File: config.mk
export PLATFORM = sky130hd
export DESIGN_NAME = dsvm_mac
export DESIGN_NICKNAME = d
export VERILOG_FILES = /design/src/rtl/dsvm_pkg.sv /design/src/rtl/dsvm_mac.sv
export SDC_FILE = /design/constraint.sdc
export NUM_CORES = 1
export LEC_CHECK = 0
export ABC_AREA = 1
export BUFFER_PORTS_ARGS = -buffer_cell sky130_fd_sc_hd__buf_2
export CORE_MARGIN = 2
export CORE_UTILIZATION = 45
export CTS_CLUSTER_SIZE = 14
export DETAILED_ROUTE_END_ITERATION = 8
export PLACE_DENSITY = 0.72
export SLEW_MARGIN = 20
export SYNTH_ARGS = -nofsm -noshare
export SYNTH_HDL_FRONTEND = slang
export SYNTH_SLANG_ARGS = --single-unit
File: constraint.sdc
create_clock -name clock -period 7.5 [get_ports clock]
set_input_delay 0.75 -clock clock [delete_from_list [all_inputs] [get_ports clock]]
set_output_delay 0.75 -clock clock [all_outputs]
set_load 0.005 [all_outputs]
File: src/rtl/dsvm_pkg.sv
// ----------------------------------------------------------------------------
// dsvm_pkg
// Shared types and constants for the drum sample voice mixer: request
// operation codes, note-to-slot map, gain table constants, MAC control.
// ----------------------------------------------------------------------------
`default_nettype none

package dsvm_pkg;

   // Request operation codes (carried on req_tuser)
   localparam logic [1:0] OP_NOTE_ON = 2'd0;
   localparam logic [1:0] OP_LOAD    = 2'd1;
   localparam logic [1:0] OP_FRAME   = 2'd2;

   // Sample slots: kick, snare, closed hat, open hat, crash, ride, tom
   localparam int SampleSlots = 7;
   localparam int SLOT_W      = 3;
   localparam int SLOT_CODES  = 8;
   localparam logic [SLOT_W-1:0] SLOT_NONE = 3'd7;

   // Field widths
   localparam int GAIN_W   = 15;
   localparam int WORD_W   = 16;
   localparam int LEN_W    = 15;
   localparam int INDEX_W  = 14;
   localparam int MIX_W    = 19;
   localparam int COUNT_W  = 4;
   localparam int PROD_W   = 31;

   // gain = floor((velocity * GainMul + GainRnd) / GainDiv), Q0.15
   localparam int GainMul  = 229376;
   localparam int GainRnd  = 635;
   localparam int GainDiv  = 1270;
   localparam int VEL_CODES = 128;

   // Output saturation limits, Q4.15
   localparam int MixMax = 262143;
   localparam int MixMin = -262144;

   // Control from the sequencer to the MAC unit
   typedef struct packed {
      logic clear;   // start of frame: zero accumulator and pipe
      logic valid;   // word/gain pair on the inputs is from an active voice
   } mac_ctl_type;

   // MIDI drum note to sample slot
   function automatic logic [SLOT_W-1:0] slot_for_note(input logic [6:0] note);
      logic [SLOT_W-1:0] slot;
      unique case (note)
         7'd35, 7'd36:                              slot = 3'd0;
         7'd38, 7'd40:                              slot = 3'd1;
         7'd42:                                     slot = 3'd2;
         7'd46:                                     slot = 3'd3;
         7'd49, 7'd57:                              slot = 3'd4;
         7'd51:                                     slot = 3'd5;
         7'd41, 7'd43, 7'd45, 7'd47, 7'd48, 7'd50:  slot = 3'd6;
         default:                                   slot = SLOT_NONE;
      endcase
      return slot;
   endfunction

endpackage

`default_nettype wire

File: src/rtl/dsvm_mac.sv
// ----------------------------------------------------------------------------
// dsvm_mac
// Shared multiply-accumulate unit: one gain x word product per cycle,
// exact accumulation, round half up to Q4.15 and saturation.
// ----------------------------------------------------------------------------
`default_nettype none

module dsvm_mac #(
   parameter int VOICES = 8
) (
   input  wire logic                                 clock,
   input  wire logic                                 reset,
   input  wire dsvm_pkg::mac_ctl_type                ctl,
   input  wire logic [dsvm_pkg::GAIN_W-1:0]          gain,
   input  wire logic signed [dsvm_pkg::WORD_W-1:0]   word,
   output logic signed [dsvm_pkg::MIX_W-1:0]         mix
);

   localparam int ACC_W = dsvm_pkg::PROD_W + 1 + $clog2(VOICES);
   localparam int RND_W = ACC_W - 15;
   localparam int EXT_W = (RND_W > dsvm_pkg::MIX_W + 1) ? RND_W : dsvm_pkg::MIX_W + 1;

   logic signed [dsvm_pkg::PROD_W-1:0] prod_ff;
   logic signed [dsvm_pkg::PROD_W-1:0] prod_in;
   logic                               prod_valid_ff;
   logic signed [ACC_W-1:0]            acc_ff;
   logic signed [ACC_W-1:0]            acc_in;
   logic signed [ACC_W-1:0]            acc_rnd;
   logic signed [RND_W-1:0]            rnd;
   logic signed [EXT_W-1:0]            rnd_ext;
   logic signed [2*dsvm_pkg::WORD_W-1:0] prod_full;

   // multiply stage
   assign prod_full = $signed({1'b0, gain}) * word;
   assign prod_in   = prod_full[dsvm_pkg::PROD_W-1:0];

   always_ff @(posedge clock) begin
      prod_ff <= prod_in;
   end

   always_ff @(posedge clock) begin
      if (reset || ctl.clear) begin
         prod_valid_ff <= 1'b0;
      end else begin
         prod_valid_ff <= ctl.valid;
      end
   end

   // accumulate stage
   always_comb begin
      acc_in = acc_ff;
      if (prod_valid_ff) begin
         acc_in = acc_ff + ACC_W'(prod_ff);
      end
   end

   always_ff @(posedge clock) begin
      if (reset || ctl.clear) begin
         acc_ff <= '0;
      end else begin
         acc_ff <= acc_in;
      end
   end

   // round half up: floor((acc + 2^14) / 2^15), then saturate
   assign acc_rnd = acc_ff + ACC_W'(16384);
   assign rnd     = acc_rnd[ACC_W-1:15];
   assign rnd_ext = EXT_W'(rnd);

   always_comb begin
      if (rnd_ext > EXT_W'(dsvm_pkg::MixMax)) begin
         mix = dsvm_pkg::MIX_W'(dsvm_pkg::MixMax);
      end else if (rnd_ext < EXT_W'(dsvm_pkg::MixMin)) begin
         mix = dsvm_pkg::MIX_W'(dsvm_pkg::MixMin);
      end else begin
         mix = rnd_ext[dsvm_pkg::MIX_W-1:0];
      end
   end

endmodule

`default_nettype wire

==> flow_summary.toml <==
[sta]
hold_violations = 0
relSlewSlack = 0.2924
setup_viol_count_final = 0
tightest_slew_ns = 1.060
fin_setup_tns_ns = 0
period_minus_slack_ns = 5.878
rsz_0062_raised_after_global_routing = "no"
fin_worst_skew_ns = 0.007582
timing.fmax_ghz = 0.1701
period_share = 0.7838
final_max_slew_viol_count = 0

[floorplanning]
die_h_microns = 175.3
ioPinCount = 54
floorplan.die_area_sq_um = 30750
initial_core_util = 0.4590
floorplan.die.width_microns = 175.3
placementRows = 62
core_sq_um = 28780

[routing]
antenna_left = 0
drt-pass1-iter-count = 4
wl_per_cell_microns = 14.43
post-route-drc-count = 0
drt_wl_total_microns = 32710
initialDrtViolationCount = 530
vias = 11350
detail_route.vias_per_cell = 5.007

[clock_tree]
clock-sinks = 67
postCtsResizedCells = 0
tritoncts_clock_tree = "yes"
ctsRootBufferMaster = "sky130_fd_sc_hd__clkbuf_16"
postCtsSetupBuffers = 0
cts-htree-levels = 3
clock_tree_buffer_depth = 2
post_cts_clock_slew_at_the_launch_and_capture_registers_of_the_worst_setup_and_hold_paths_ns = 0.06
cts-buffers-inserted = 9
clkLatencyLatePin_ns = 0.34
hold_buffers = 0

[min_path]
whs_path_depth = 2
hold_end = "acc_ff[0]"
hold_path.startpoint = "acc_ff[0]"
hold_path_class = "reg -> reg"

[yosys]
seq_area_frac_synth = 0.1015
synthMostInstantiatedCell = "sky130_fd_sc_hd__nand2_1"
yosys.area.top_type_share = 0.2743
ys_seq_elements = 67
syn-instance-count = 1866
synth_common_cells = "sky130_fd_sc_hd__nand2_1, sky130_fd_sc_hd__inv_1, sky130_fd_sc_hd__fa_1"
synthArstFlopShare = 0
postSynthNetCount = 2233
post_synth_num_cell_types = 34
synth_enable_flop_cells = 0
ys.flop_type = "sky130_fd_sc_hd__dfxtp_1"
synthesis.area_per_instance_sq_um = 7.080
ys.warnings.count = 0
yosys-top-cells-area = "sky130_fd_sc_hd__fa_1, sky130_fd_sc_hd__ha_1, sky130_fd_sc_hd__nand2_1, sky130_fd_sc_hd__inv_1, sky130_fd_sc_hd__dfxtp_1"
syn-cell-area_sq_um = 13210
synth.largest_area_cell = "sky130_fd_sc_hd__fa_1"

[worst_setup_path]
crit_path_cell_chain = "buf_2 -> inv_1 -> or2_2 -> fa_1 -> fa_1 -> inv_1 -> fa_1 -> fa_1 -> fa_1 -> inv_1 -> fa_1 -> inv_1 -> ha_1 -> a21oi_1 -> o21ai_0 -> a31oi_1 -> nand3_1 -> a21oi_1 -> xor2_1"
cp_slowest_stage_delay_ns = 0.54
critPathMaxFanout = 16
r2r_setup_slack_ns = 4.64
ff2ff_path_depth = 11
cp-start-kind = "input port"
crit_path_end_kind = "flip-flop"
critical_path.slowest_cell = "sky130_fd_sc_hd__fa_1"
arrival_ns = 6.15
rr_endpoint = "acc_ff[20]"
reg2reg_start = "acc_ff[0]"
worstPathRequired_ns = 7.77
critical_path.most_common_cell = "sky130_fd_sc_hd__fa_1"
timing_worst_setup_path_type = "in -> reg"

[grt]
grt_antenna_before_repair = 0
grt_first_pass_wirelength_microns = 56460
globalRoute.totalOverflow = 0
global_route.usage.total = 0.2257
largest_net_degree_at_the_start_of_global_routing = 39
grt_pass1_vias = 11920

[run_status]
run_status = "finished, final reports clean"

[run]
cap_violations = 0

[layout]
drive_gt1_frac = 0.04461
num_antenna_cells = 0
post-route-util = 0.4884
filler_cell_count = 2847
layout.nets = 2245
area_growth_pct = 6.402

[placed_design]
port_buffers = 53
hpwlAfterDp_microns = 27590
globalplace.congestion = 0.9270

[power_and_ir_drop]
peakVddDrop_v = 0.0004059
power_leakage_uw = 0.008253
pwr_density_cell_nw_per_um2 = 431.0
==> registers in the layout, summed over array words and instances (netlist names) <==
name,cells
acc_ff,35
prod_ff,31
prod_valid_ff,1
==> cell type report <==
cell class,count,area (sq um),share of cell area
Tap cell,384,480.5,0.03418
Clock inverter,7,77.57,0.005518
Clock buffer,9,225.2,0.01602
Multi-Input combinational cell,1283,9922,0.7058
Inverter,463,1738,0.1236
Timing Repair Buffer,54,272.8,0.01940
Sequential cell,67,1341,0.09542
==> power by group <==
group | leakage, uW | internal, uW | switching (uW) | total [uW]
Sequential | 0.000553 | 516 | 50.7 | 567
Combinational | 0.00755 | 1870 | 3200 | 5070
Clock | 0.000146 | 259 | 165 | 424
==> worst max path at each step <==
stage / endpoint / startpoint / depth (start not counted)
final: prod_ff[30] / word[15] / 19
after global routing: prod_ff[20] / word[15] / 20
after CTS: prod_ff[30] / word[15] / 19
after detailed placement: prod_ff[30] / word[15] / 19
after global placement: prod_ff[30] / word[15] / 19
after floorplan: prod_ff[30] / gain[6] / 21
==> critical path: cells and delay by family <==
kind	cells	cell delay, ns
AOI/OAI and AO/OA	4	0.71
xor gates and xnor gates	1	0.16
adders and majority gates	7	3.46
buffers and inverters	5	0.46
and+or+nand+nor	2	0.59
==> routing by layer <==
| layer | part of all wire | up-vias | global-route usage |
|---|---|---|---|
| met5 | 0 | - | 0 |
| met4 | 0.022 | 0 | 0.07049 |
| met3 | 0.043 | 50 | 0.02143 |
| met2 | 0.49 | 261 | 0.4016 |
| met1 | 0.44 | 5402 | 0.2889 |
| li1 | - | 5638 | - |
==> cells in the final DEF, fill, tap and decap left out, types with 2 or more instances in the layout <==
master | netlist | routed
sky130_fd_sc_hd__o21ai_0 | 63 | 63
sky130_fd_sc_hd__or2_2 | 5 | 5
sky130_fd_sc_hd__nand2_2 | 2 | 2
sky130_fd_sc_hd__a31oi_1 | 2 | 2
sky130_fd_sc_hd__buf_2 | 0 | 53
sky130_fd_sc_hd__nand2_1 | 465 | 465
sky130_fd_sc_hd__ha_1 | 151 | 151
sky130_fd_sc_hd__nor3b_1 | 2 | 2
sky130_fd_sc_hd__clkinv_4 | 0 | 3
sky130_fd_sc_hd__xnor2_1 | 17 | 17
sky130_fd_sc_hd__clkbuf_16 | 0 | 9
sky130_fd_sc_hd__o211ai_1 | 4 | 4
sky130_fd_sc_hd__nor3_1 | 16 | 16
sky130_fd_sc_hd__a21boi_0 | 3 | 3
sky130_fd_sc_hd__o21bai_1 | 10 | 10
sky130_fd_sc_hd__o21a_1 | 4 | 4
sky130_fd_sc_hd__nand4_1 | 20 | 20
sky130_fd_sc_hd__fa_1 | 181 | 181
sky130_fd_sc_hd__a21o_1 | 4 | 4
sky130_fd_sc_hd__nor2_1 | 123 | 123
sky130_fd_sc_hd__nor4_1 | 6 | 6
sky130_fd_sc_hd__xor2_1 | 46 | 46
sky130_fd_sc_hd__nand3_1 | 50 | 50
sky130_fd_sc_hd__inv_2 | 3 | 4
sky130_fd_sc_hd__inv_1 | 460 | 459
sky130_fd_sc_hd__dfxtp_1 | 67 | 67
sky130_fd_sc_hd__a21oi_1 | 103 | 103
==> per-stage QoR <==
step	instance area (sq um)	cells	setup WS, ns	total power, uW	hold WS (ns)
global placement	13750	2251	1.348	5574	0.4521
floorplan	13210	1866	1.699	4449	0.4447
finish	14060	2267	1.622	6058	0.4883
detailed placement	13750	2251	1.242	5616	0.4850
CTS	14060	2267	1.596	6086	0.4926
global route	14060	2267	1.235	6913	0.5081
==> cell families after synthesis <==
logic type               count (synthesis)  synth area share
flip-flops                              67            0.1015
AO/OA/AOI/OAI                          195           0.07936
buffers and inverters                  516            0.1475
adder cells (fa/ha/maj)                332            0.4173
XOR/XNOR                                63           0.04177
AND/OR/NAND/NOR                        693            0.2126
(Power assumes the default switching activity.)
